## src/rtl/dcc_pkg.sv

```systemverilog
package dcc_pkg;

  // Default sizes
  localparam int unsigned DCC_DICT_DEPTH = 4096;
  localparam int unsigned DCC_MAX_ROWS   = 2048;

  // Fixed field widths
  localparam int unsigned CODE_W      = 12;
  localparam int unsigned NEW_CODE_W  = 11;
  localparam int unsigned USED_W      = 12;
  localparam int unsigned DICT_CFG_W  = 13;
  localparam int unsigned CFG_IDX_W   = 1;
  localparam int unsigned CFG_DATA_W  = 13;

  // Batch tag kept with each map entry; a clearing pass runs when it wraps
  localparam int unsigned EPOCH_W = 8;

  localparam logic [DICT_CFG_W-1:0] DICT_ENTRIES_RST = 13'd4096;

  // Configuration register indexes
  typedef enum logic [CFG_IDX_W-1:0] {
    REG_DICT_ENTRIES   = 1'b0,
    REG_COMPACT_ENABLE = 1'b1
  } cfg_reg_e;

  // Controller states
  typedef enum logic [1:0] {
    ST_CLEAR,
    ST_IDLE,
    ST_LOOKUP
  } dcc_state_e;

  // One map entry: batch tag and dense code
  typedef struct packed {
    logic [EPOCH_W-1:0]    epoch;
    logic [NEW_CODE_W-1:0] new_code;
  } map_word_t;

  // Controller to datapath
  typedef struct packed {
    logic load;       // take the word, issue map read
    logic commit;     // resolve lookup, update map and counters, emit result
    logic clr_start;  // restart the clearing address
    logic clr_step;   // write one cleared entry
  } dcc_cmd_t;

  // Datapath to controller
  typedef struct packed {
    logic clr_last;   // clearing address is at the final entry
    logic wrap;       // batch ends and the batch tag runs out
  } dcc_sts_t;

endpackage

```

## src/rtl/dcc_ctrl.sv

```systemverilog
module dcc_ctrl import dcc_pkg::*; (
  input  logic     clk_i,
  input  logic     rst_ni,
  input  logic     start_i,
  input  dcc_sts_t sts_i,
  output dcc_cmd_t cmd_o,
  output logic     busy_o
);

  dcc_state_e state_q, state_d;

  // State register
  always_ff @(posedge clk_i or negedge rst_ni) begin
    if (!rst_ni) begin
      state_q <= ST_CLEAR;
    end else begin
      state_q <= state_d;
    end
  end

  // Next state and commands
  always_comb begin
    state_d = state_q;
    cmd_o   = '0;
    case (state_q)
      ST_CLEAR: begin
        cmd_o.clr_step = 1'b1;
        if (sts_i.clr_last) begin
          state_d = ST_IDLE;
        end
      end
      ST_IDLE: begin
        if (start_i) begin
          cmd_o.load = 1'b1;
          state_d    = ST_LOOKUP;
        end
      end
      ST_LOOKUP: begin
        cmd_o.commit = 1'b1;
        if (sts_i.wrap) begin
          cmd_o.clr_start = 1'b1;
          state_d         = ST_CLEAR;
        end else begin
          state_d = ST_IDLE;
        end
      end
      default: begin
        state_d = ST_CLEAR;
      end
    endcase
  end

  assign busy_o = (state_q != ST_IDLE);

endmodule

```

## config.mk

```make
export PLATFORM = sky130hd
export DESIGN_NAME = dcc_ctrl
export DESIGN_NICKNAME = d
export VERILOG_FILES = /design/src/rtl/dcc_pkg.sv /design/src/rtl/dcc_ctrl.sv
export SDC_FILE = /design/constraint.sdc
export NUM_CORES = 1
export LEC_CHECK = 0
export ABC_AREA = 1
export BUFFER_PORTS_ARGS = -buffer_cell sky130_fd_sc_hd__buf_4
export CORE_AREA = 2 2 39 41
export CTS_CLUSTER_DIAMETER = 150
export DETAILED_ROUTE_END_ITERATION = 16
export DIE_AREA = 0 0 41 43
export GPL_TIMING_DRIVEN = 0
export SLEW_MARGIN = 20
export SYNTH_ARGS = -nofsm -noshare
export SYNTH_HDL_FRONTEND = slang
export SYNTH_SLANG_ARGS = --single-unit
export TNS_END_PERCENT = 20
```

## constraint.sdc

```tcl
create_clock -name clk_i -period 1.8 [get_ports clk_i]
set_clock_uncertainty 0.1 [all_clocks]
set_input_delay 0.36 -clock clk_i [delete_from_list [all_inputs] [get_ports clk_i]]
set_output_delay 0.36 -clock clk_i [all_outputs]
set_load 0.1 [all_outputs]
```

==> impl_metrics.csv, run 1 <==
group,metric,value,unit
run_status,status,"completed",
logic_synthesis,yosys.cell_types.count,6,
global_routing,initial_antenna_violation_count,0,
final_layout,design.final.nets,37,
final_layout,largest_register_ffs,2,
clock_tree,tritoncts.num_buffers,3,
clock_tree,cts_max_level,1,
global_routing,grtUsageTotal,0.05321,
routing,drt-pass1-iter-count,2,
logic_synthesis,synth_top_area_cell,"sky130_fd_sc_hd__dfrtp_1",
place,portBuffers,9,
global_routing,grt_first_pass_wirelength,510,microns
timing,slew_at_the_pin_closest_to_its_max_slew_limit,278.1,ps
final_layout,largest_registers,"state_q x2",
floorplan,core-area,0.001384,sq mm
routing,drtIter0Drc,1,
logic_synthesis,yosys_warnings,0,
floorplan,start_util,0.08047,
clock_tree,cts_tree,"yes",
routing,drc,0,
final_layout,final_cell_count_no_fill,46,
final_layout,diodes,0,
routing,avgViaCountPerCell,3.196,
final_layout,final_core_utilization,0.1727,
critical_path,critPathMaxFanout,4,
timing,timing.slew.headroom,0.8161,
logic_synthesis,cell_count_after_synthesis,17,
logic_synthesis,synthFlopType,"sky130_fd_sc_hd__dfrtp_1",
critical_path,critical_path.cell_chain,"inv_1 > nand2_2 > nor2_4 > buf_4",
routing,postRouteWirelength,305,microns
critical_path,critical_path_s_slowest_cell,"sky130_fd_sc_hd__dfrtp_1",
global_routing,gr-total-overflow,0,
final_layout,layout-drive-gt1-share,0.4667,
critical_path,worst_r2r_path_depth,4,
timing,timing.final.setup_violations,0,
place,place.detailed.hpwl,229.8,microns
clock_tree,cts.root.buffer_cell,"sky130_fd_sc_hd__clkbuf_4",
floorplan,fp.dieArea,0.001763,sq mm
hold_path,hold-path-cell-count,3,
critical_path,reg2reg_setup_slack,910,ps
critical_path,worst_ep_arrival,1190,ps
place,routabilityCongestion,0.4972,
routing,postRouteAntennaNets,0,
clock_tree,cts_sinks,2,
hold_path,hold_path_class,"in2reg",
timing,report.final.slew_viol_count,0,
critical_path,critical_path_rt,1340,ps
logic_synthesis,yosysMostFrequentCell,"sky130_fd_sc_hd__nor2_1",
logic_synthesis,ys_ff_latch,2,
critical_path,setup.worst_path.end_class,"output port",
logic_synthesis,synth_top_cell_area_share,0.4494,
clock_tree,max-clock-path-buffers,2,
timing,final.period_utilization,0.9184,
floorplan,placementRows,14,
critical_path,critical_path.startpoint,"state_q[1]",
place,placedCellCount,42,
routing,routedWlPerCell,6.630,microns
logic_synthesis,sequential_cell_area_fraction_in_the_yosys_report,0.4494,
global_routing,grt_start_max_net_pins,7,
timing,max_freq,604.9,MHz
logic_synthesis,syn_area,111.4,sq um
timing,whs,332.9,ps
critical_path,worst_setup_path_endpoint,"cmd_o[3]",
critical_path,r2r_start,"state_q[1]",
logic_synthesis,synth_nets,22,
critical_path,max_stage_delay,380,ps
logic_synthesis,synth_edf_count,0,
logic_synthesis,netlist_top_cells_area,"sky130_fd_sc_hd__dfrtp_1 45%, sky130_fd_sc_hd__nor2_1 17%, sky130_fd_sc_hd__inv_1 13%",
critical_path,rr_endpoint,"state_q[0]",
final_layout,syn_to_final_growth,114.6,%
final_layout,largest-register,"state_q",
global_routing,grt_pass1_vias,141,
routing,detailroute.via_count,147,
floorplan,die_h,43,microns
job,timing.max_cap.violations,0,
logic_synthesis,postSynth.asyncResetShare,1.000,
critical_path,crit_start_category,"register",
logic_synthesis,yosys-top-cells-count,"5 x sky130_fd_sc_hd__nor2_1, 4 x sky130_fd_sc_hd__inv_1, 3 x sky130_fd_sc_hd__nand2_1",
timing,rsz0062_at_grt,"no",
clock_tree,cts.reportedPaths.clkPinSlew,30,ps
floorplan,floorplan.io_pins,10,
logic_synthesis,syn-mean-instance-area,6.550,sq um
floorplan,die_w,41,microns
timing,finalHoldViolCount,0,
timing,timing.final.crit_period,1653,ps
critical_path,timing_worst_setup_path_type,"reg2out",
final_layout,filler_cell_count,171,
clock_tree,worstSkewPairLatency,220,ps
-- metrics by stage --
stage	cell area [sq um]	worst slack [ps]	setup TNS (ps)
finish	239.0	146.8	0
global route	239.0	48.23	0
CTS	239.0	125.2	0
detailed placement	206.4	374.1	0
global placement	206.4	383.6	0
floorplan	118.9	-353.4	-1153
-- how the worst min path moves through the flow --
stage	startpoint	to
6_report	start_i	state_q[1]
3_5_place_dp	rst_ni	state_q[1]
4_1_cts	sts_i[0]	state_q[0]
3_3_place_gp	rst_ni	state_q[1]
2_1_floorplan	rst_ni	state_q[0]
5_1_grt	rst_ni	state_q[0]
-- routing by layer --
layer	GRT usage	vias up	share of wire
met4	0.08000	0	0.052
met5	0	-	0
met3	0.03141	2	0.12
met2	0.05938	12	0.37
met1	0.05145	57	0.45
li1	-	76	-
-- what timing repair did --
action,4_1_cts,5_1_grt
endpoints found under the hold margin,2,0
hold buffers,1,0
gates resized for setup,0,0
buffers inserted,0,0
-- cells by family after synthesis --
family	after synthesis	share of synthesized area
and+or+nand+nor	11	0.4158
buffers and inverters	4	0.1348
DFF	2	0.4495
-- cells in the final DEF (no fill, tap or decap) --
master,netlist,final
sky130_fd_sc_hd__dfrtp_1,2,2
sky130_fd_sc_hd__nand3_1,2,2
sky130_fd_sc_hd__nor2_1,5,4
sky130_fd_sc_hd__inv_1,4,4
sky130_fd_sc_hd__buf_4,0,9
sky130_fd_sc_hd__nand2_1,3,3
sky130_fd_sc_hd__dlygate4sd3_1,0,1
sky130_fd_sc_hd__nor2_4,0,1
sky130_fd_sc_hd__nand2_2,1,1
sky130_fd_sc_hd__clkbuf_4,0,3
-- layout make-up --
class                      count  area, sq um  share of cell area
tap                           16        20.02             0.08377
multi-input combinational     11        53.80              0.2251
inverter                       4        15.01             0.06283
sequential                     2        50.05              0.2094
clock buffer                   3        22.52             0.09424
timing repair buffer          10        77.57              0.3246
-- critical path, delay by kind of cell (launching register included) --
family | cells | cell delay, ps
simple gates | 2 | 180
buf+inv | 2 | 400
flops | 1 | 380
Power of run 1 is left out: the tool's default activity adds up to more than one toggle a clock period on the data nets, which glitch-free logic cannot reach.
==> run 2, diff against run 1 <==
CORE_AREA = 10 10 47 49   (was 2 2 39 41)
DIE_AREA = 0 0 57 59   (was 0 0 41 43)
==> run 2 against run 1 <==
  * Sequential share of layout area stayed put
  * Non-clock buffer count is the same
  * Cell count unchanged
  * Maximum frequency grew 0.20%
  * Flip-flop and latch count did not move
  * Routed wire length grew 23%
  * Core utilization is 0.22 points lower
==> impl_metrics.csv, run 2 (synthesized netlist as in run 1, its figures left out) <==
group,metric,value,unit
critical_path,worst_setup_path_endpoint,"cmd_o[3]",
clock_tree,cts_max_level,1,
critical_path,critPathMaxFanout,4,
critical_path,reg2reg_setup_slack,910,ps
timing,final.period_utilization,0.9166,
floorplan,start_util,0.07946,
timing,max_freq,606.1,MHz
timing,rsz0062_at_grt,"no",
timing,report.final.slew_viol_count,0,
critical_path,setup.worst_path.end_class,"output port",
final_layout,largest-register,"state_q",
routing,drc,0,
final_layout,syn_to_final_growth,114.6,%
final_layout,diodes,0,
global_routing,grt_start_max_net_pins,7,
place,portBuffers,9,
clock_tree,cts.reportedPaths.clkPinSlew,30,ps
final_layout,final_core_utilization,0.1705,
job,timing.max_cap.violations,0,
final_layout,layout-drive-gt1-share,0.4667,
timing,setup_ws,150.2,ps
global_routing,initial_antenna_violation_count,0,
timing,whs,337.9,ps
critical_path,crit_start_category,"register",
timing,slew_at_the_pin_closest_to_its_max_slew_limit,280.6,ps
routing,postRouteWirelength,376,microns
routing,routedWlPerCell,8.174,microns
routing,detailroute.via_count,141,
final_layout,final_cell_mix,"9 x sky130_fd_sc_hd__buf_4, 4 x sky130_fd_sc_hd__inv_1, 4 x sky130_fd_sc_hd__nor2_1",
global_routing,gr-total-overflow,0,
routing,avgViaCountPerCell,3.065,
floorplan,die_h,59,microns
place,routabilityCongestion,0.5937,
floorplan,placementRows,14,
global_routing,grtUsageTotal,0.02857,
final_layout,largest_registers,"state_q x2",
clock_tree,cts.root.buffer_cell,"sky130_fd_sc_hd__clkbuf_4",
critical_path,r2r_start,"state_q[1]",
global_routing,grt_pass1_vias,149,
critical_path,critical_path.startpoint,"state_q[1]",
clock_tree,worstSkewPairLatency,220,ps
floorplan,floorplan.io_pins,10,
critical_path,rr_endpoint,"state_q[0]",
floorplan,core-area,0.001401,sq mm
critical_path,timing_worst_setup_path_type,"reg2out",
final_layout,design.final.nets,37,
place,place.detailed.hpwl,300.1,microns
hold_path,hold_path_class,"in2reg",
clock_tree,post-cts-setup-buffer-count,0,
place,pre_cts_ws,377.5,ps
clock_tree,cts_sinks,2,
routing,drtIter0Drc,3,
critical_path,worst_r2r_path_depth,4,
timing,timing.final.crit_period,1650,ps
run_status,status,"completed",
final_layout,final_common_cell,"sky130_fd_sc_hd__buf_4",
timing,timing.final.setup_violations,0,
clock_tree,cts_tree,"yes",
critical_path,worst_ep_arrival,1190,ps
clock_tree,max-clock-path-buffers,2,
routing,postRouteAntennaNets,0,
timing,finalHoldViolCount,0,
final_layout,largest_register_ffs,2,
floorplan,fp.dieArea,0.003363,sq mm
routing,drt-pass1-iter-count,2,
timing,timing.slew.headroom,0.8145,
critical_path,critical_path_rt,1340,ps
floorplan,die_w,57,microns
clock_tree,tritoncts.num_buffers,3,
global_routing,grt_first_pass_wirelength,614,microns
run 2: how the worst min path moves through the flow:
| stage | slack [ps] | depth (start not counted) | start | endpoint |
|---|---|---|---|---|
| 5_1_grt | 340 | 3 | start_i | state_q[1] |
| 6_report | 340 | 5 | sts_i[1] | state_q[0] |
| 3_5_place_dp | 40 | 1 | rst_ni | state_q[1] |
| 4_1_cts | 330 | 5 | sts_i[1] | state_q[0] |
| 3_3_place_gp | 40 | 1 | rst_ni | state_q[1] |
| 2_1_floorplan | -40 | 0 | rst_ni | state_q[0] |
run 2: critical path, stage by stage, from the launching register on:
cell                      delay (ps)
sky130_fd_sc_hd__dfrtp_1         380
sky130_fd_sc_hd__inv_1           120
sky130_fd_sc_hd__nand2_2         100
sky130_fd_sc_hd__nor2_4           80
sky130_fd_sc_hd__buf_4           280
run 2: area by class of cell:
cell class,instances,area [sq um]
Clock buffer,3,22.52
Fill cell,171,1162
Inverter,4,15.01
Multi-Input combinational cell,11,53.80
Sequential cell,2,50.05
Tap cell,16,20.02
Timing Repair Buffer,10,77.57
run 2: what timing repair did:
item	in CTS	in global routing
hold buffers	1	0
resized for setup	0	0
endpoints found under the hold margin	2	0
run 2: routing by layer:
layer / up-vias / part of all wire / track usage / routed length (microns)
met1: 53 / 0.40 / 0.02506 / 151
li1: 76 / - / - / -
met5: - / 0 / 0 / 0
met2: 10 / 0.33 / 0.01860 / 125
met3: 2 / 0.19 / 0.02575 / 72
met4: 0 / 0.072 / 0.07047 / 27
run 2: metrics by stage:
stage,instances,cell area [sq um],setup TNS [ps]
after floorplan,17,118.9,-1153
after global placement,42,206.4,0
after detailed placement,42,206.4,0
after CTS,46,239.0,0
after global routing,46,239.0,0
final,46,239.0,0
Power of run 2 is left out for the same reason.
==> run 3, diff against run 2 <==
SETUP_SLACK_MARGIN = 0.2   (was unset)
==> run 3 against run 2 <==
  * Maximum frequency rose by 6.7%
  * First-iteration DRC count fell by 100%
  * Routed wire length rose by 3.5%
  * Sequential share of layout area fell by 1.9 points
==> impl_metrics.csv, run 3 (synthesized netlist as in run 1, its figures left out) <==
group,metric,value,unit
global_routing,grt_start_max_net_pins,7,
global_routing,grt_busiest_layer,"met4",
clock_tree,cts_max_level,1,
final_layout,final_common_cell,"sky130_fd_sc_hd__buf_4",
clock_tree,cts_sinks,2,
routing,avgViaCountPerCell,3.196,
routing,drt-pass1-iter-count,1,
final_layout,diodes,0,
run_status,status,"completed",
timing,finalHoldViolCount,0,
global_routing,initial_antenna_violation_count,0,
global_routing,grtUsageTotal,0.03072,
timing,max_freq,646.8,MHz
critical_path,critPathMaxFanout,4,
timing,rsz0062_at_grt,"yes",
timing,final.period_utilization,0.8589,
global_routing,gr-usage-met2,0.03256,
final_layout,syn_to_final_growth,141.6,%
final_layout,largest_registers,"state_q x2",
clock_tree,cts.root.buffer_cell,"sky130_fd_sc_hd__clkbuf_4",
routing,routedWlPerCell,8.457,microns
job,timing.max_cap.violations,0,
clock_tree,tritoncts.num_buffers,3,
critical_path,worst_r2r_path_depth,4,
routing,postRouteWirelength,389,microns
global_routing,gr-total-overflow,0,
critical_path,critical_path_rt,1340,ps
hold_path,hold-path-cell-count,3,
routing,detailroute.via_count,147,
timing,report.final.slew_viol_count,0,
final_layout,final_cell_count_no_fill,46,
global_routing,grt_first_pass_wirelength,676,microns
floorplan,floorplan.io_pins,10,
clock_tree,worstSkewPairLatency,230,ps
timing,fin_setup_tns,0,ps
clock_tree,cts.reportedPaths.clkPinSlew,30,ps
place,placedCellCount,42,
clock_tree,post-cts-setup-buffer-count,0,
final_layout,largest_register_ffs,2,
floorplan,core-area,0.001401,sq mm
floorplan,die_w,57,microns
routing,drc,0,
floorplan,fp.dieArea,0.003363,sq mm
global_routing,groute.layer.met3.usage,0.03219,
final_layout,layout-drive-gt1-share,0.6333,
routing,postRouteAntennaNets,0,
timing,timing.slew.headroom,0.8139,
routing,drtIter0Drc,0,
hold_path,hold_path_class,"in2reg",
final_layout,largest-register,"state_q",
critical_path,worst_ep_arrival,1090,ps
floorplan,die_h,59,microns
place,portBuffers,9,
timing,slew_at_the_pin_closest_to_its_max_slew_limit,281.4,ps
clock_tree,cts_tree,"yes",
timing,timing.final.crit_period,1546,ps
critical_path,timing_worst_setup_path_type,"reg2out",
global_routing,grtUsageMet1,0.02026,
critical_path,crit_start_category,"register",
final_layout,design.final.nets,37,
clock_tree,max-clock-path-buffers,2,
final_layout,final_cell_mix,"7 x sky130_fd_sc_hd__buf_4, 3 x sky130_fd_sc_hd__nor2_2, 3 x sky130_fd_sc_hd__nand2_1, 3 x sky130_fd_sc_hd__inv_1, 3 x sky130_fd_sc_hd__clkbuf_4",
floorplan,start_util,0.07946,
timing,timing.final.setup_violations,0,
global_routing,grt_pass1_vias,163,
critical_path,setup.worst_path.end_class,"output port",
floorplan,placementRows,14,
final_layout,filler_cell_count,168,
place,place.detailed.hpwl,314.7,microns
place,routabilityCongestion,0.6274,
run 3: path summary, 6_finish.rpt:
kind / startpoint / to / slack [ps]
worst min-delay path: start_i / state_q[1] / 320
min in group asynchronous: rst_ni / state_q[1] / 350
max in group asynchronous: rst_ni / state_q[0] / 1150
worst max-delay path: state_q[1] / cmd_o[3] / 250
worst max register to register: state_q[1] / state_q[0] / 910
worst min register to register: state_q[1] / state_q[1] / 520
run 3: layout make-up:
| class | instances | area, sq um | area share |
|---|---|---|---|
| multi-input combinational | 11 | 66.31 | 0.2465 |
| sequential | 2 | 51.30 | 0.1907 |
| timing repair buffer | 10 | 93.84 | 0.3488 |
| inverter | 4 | 15.01 | 0.05581 |
| clock buffer | 3 | 22.52 | 0.08372 |
| tap | 16 | 20.02 | 0.07442 |
run 3: critical path, cell delays in order, from the launching register on:
cell and delay (ps):
sky130_fd_sc_hd__dfrtp_1 390, sky130_fd_sc_hd__inv_2 110, sky130_fd_sc_hd__nand2_4 70, sky130_fd_sc_hd__nor2_4 100, sky130_fd_sc_hd__buf_12 180
run 3: stage by stage:
stage / util / hold slack, ps / cell area (sq um) / setup WS (ps)
2_1_floorplan: - / -35.59 / 131.4 / 22.93
3_3_place_gp: 0.1563 / 42.58 / 219.0 / 330.0
3_5_place_dp: 0.1563 / 43.56 / 219.0 / 326.7
4_1_cts: 0.1857 / 320.9 / 260.3 / 200.4
5_1_grt: 0.1920 / 343.9 / 269.0 / 189.3
6_report: 0.1920 / 323.2 / 269.0 / 253.9
run 3: timing repair:
| item | CTS | global route |
|---|---|---|
| pin swaps | 0 | 1 |
| setup endpoints to repair | 1 | 2 |
| hold endpoints to repair | 2 | 0 |
| resized for setup | 4 | 2 |
| hold buffers | 1 | 0 |
run 3: layer usage:
layer | part of all wire | vias up
met5 | 0 | -
met4 | 0.036 | 0
met3 | 0.18 | 2
met2 | 0.49 | 10
met1 | 0.29 | 58
li1 | - | 77
Power of run 3 is left out for the same reason.
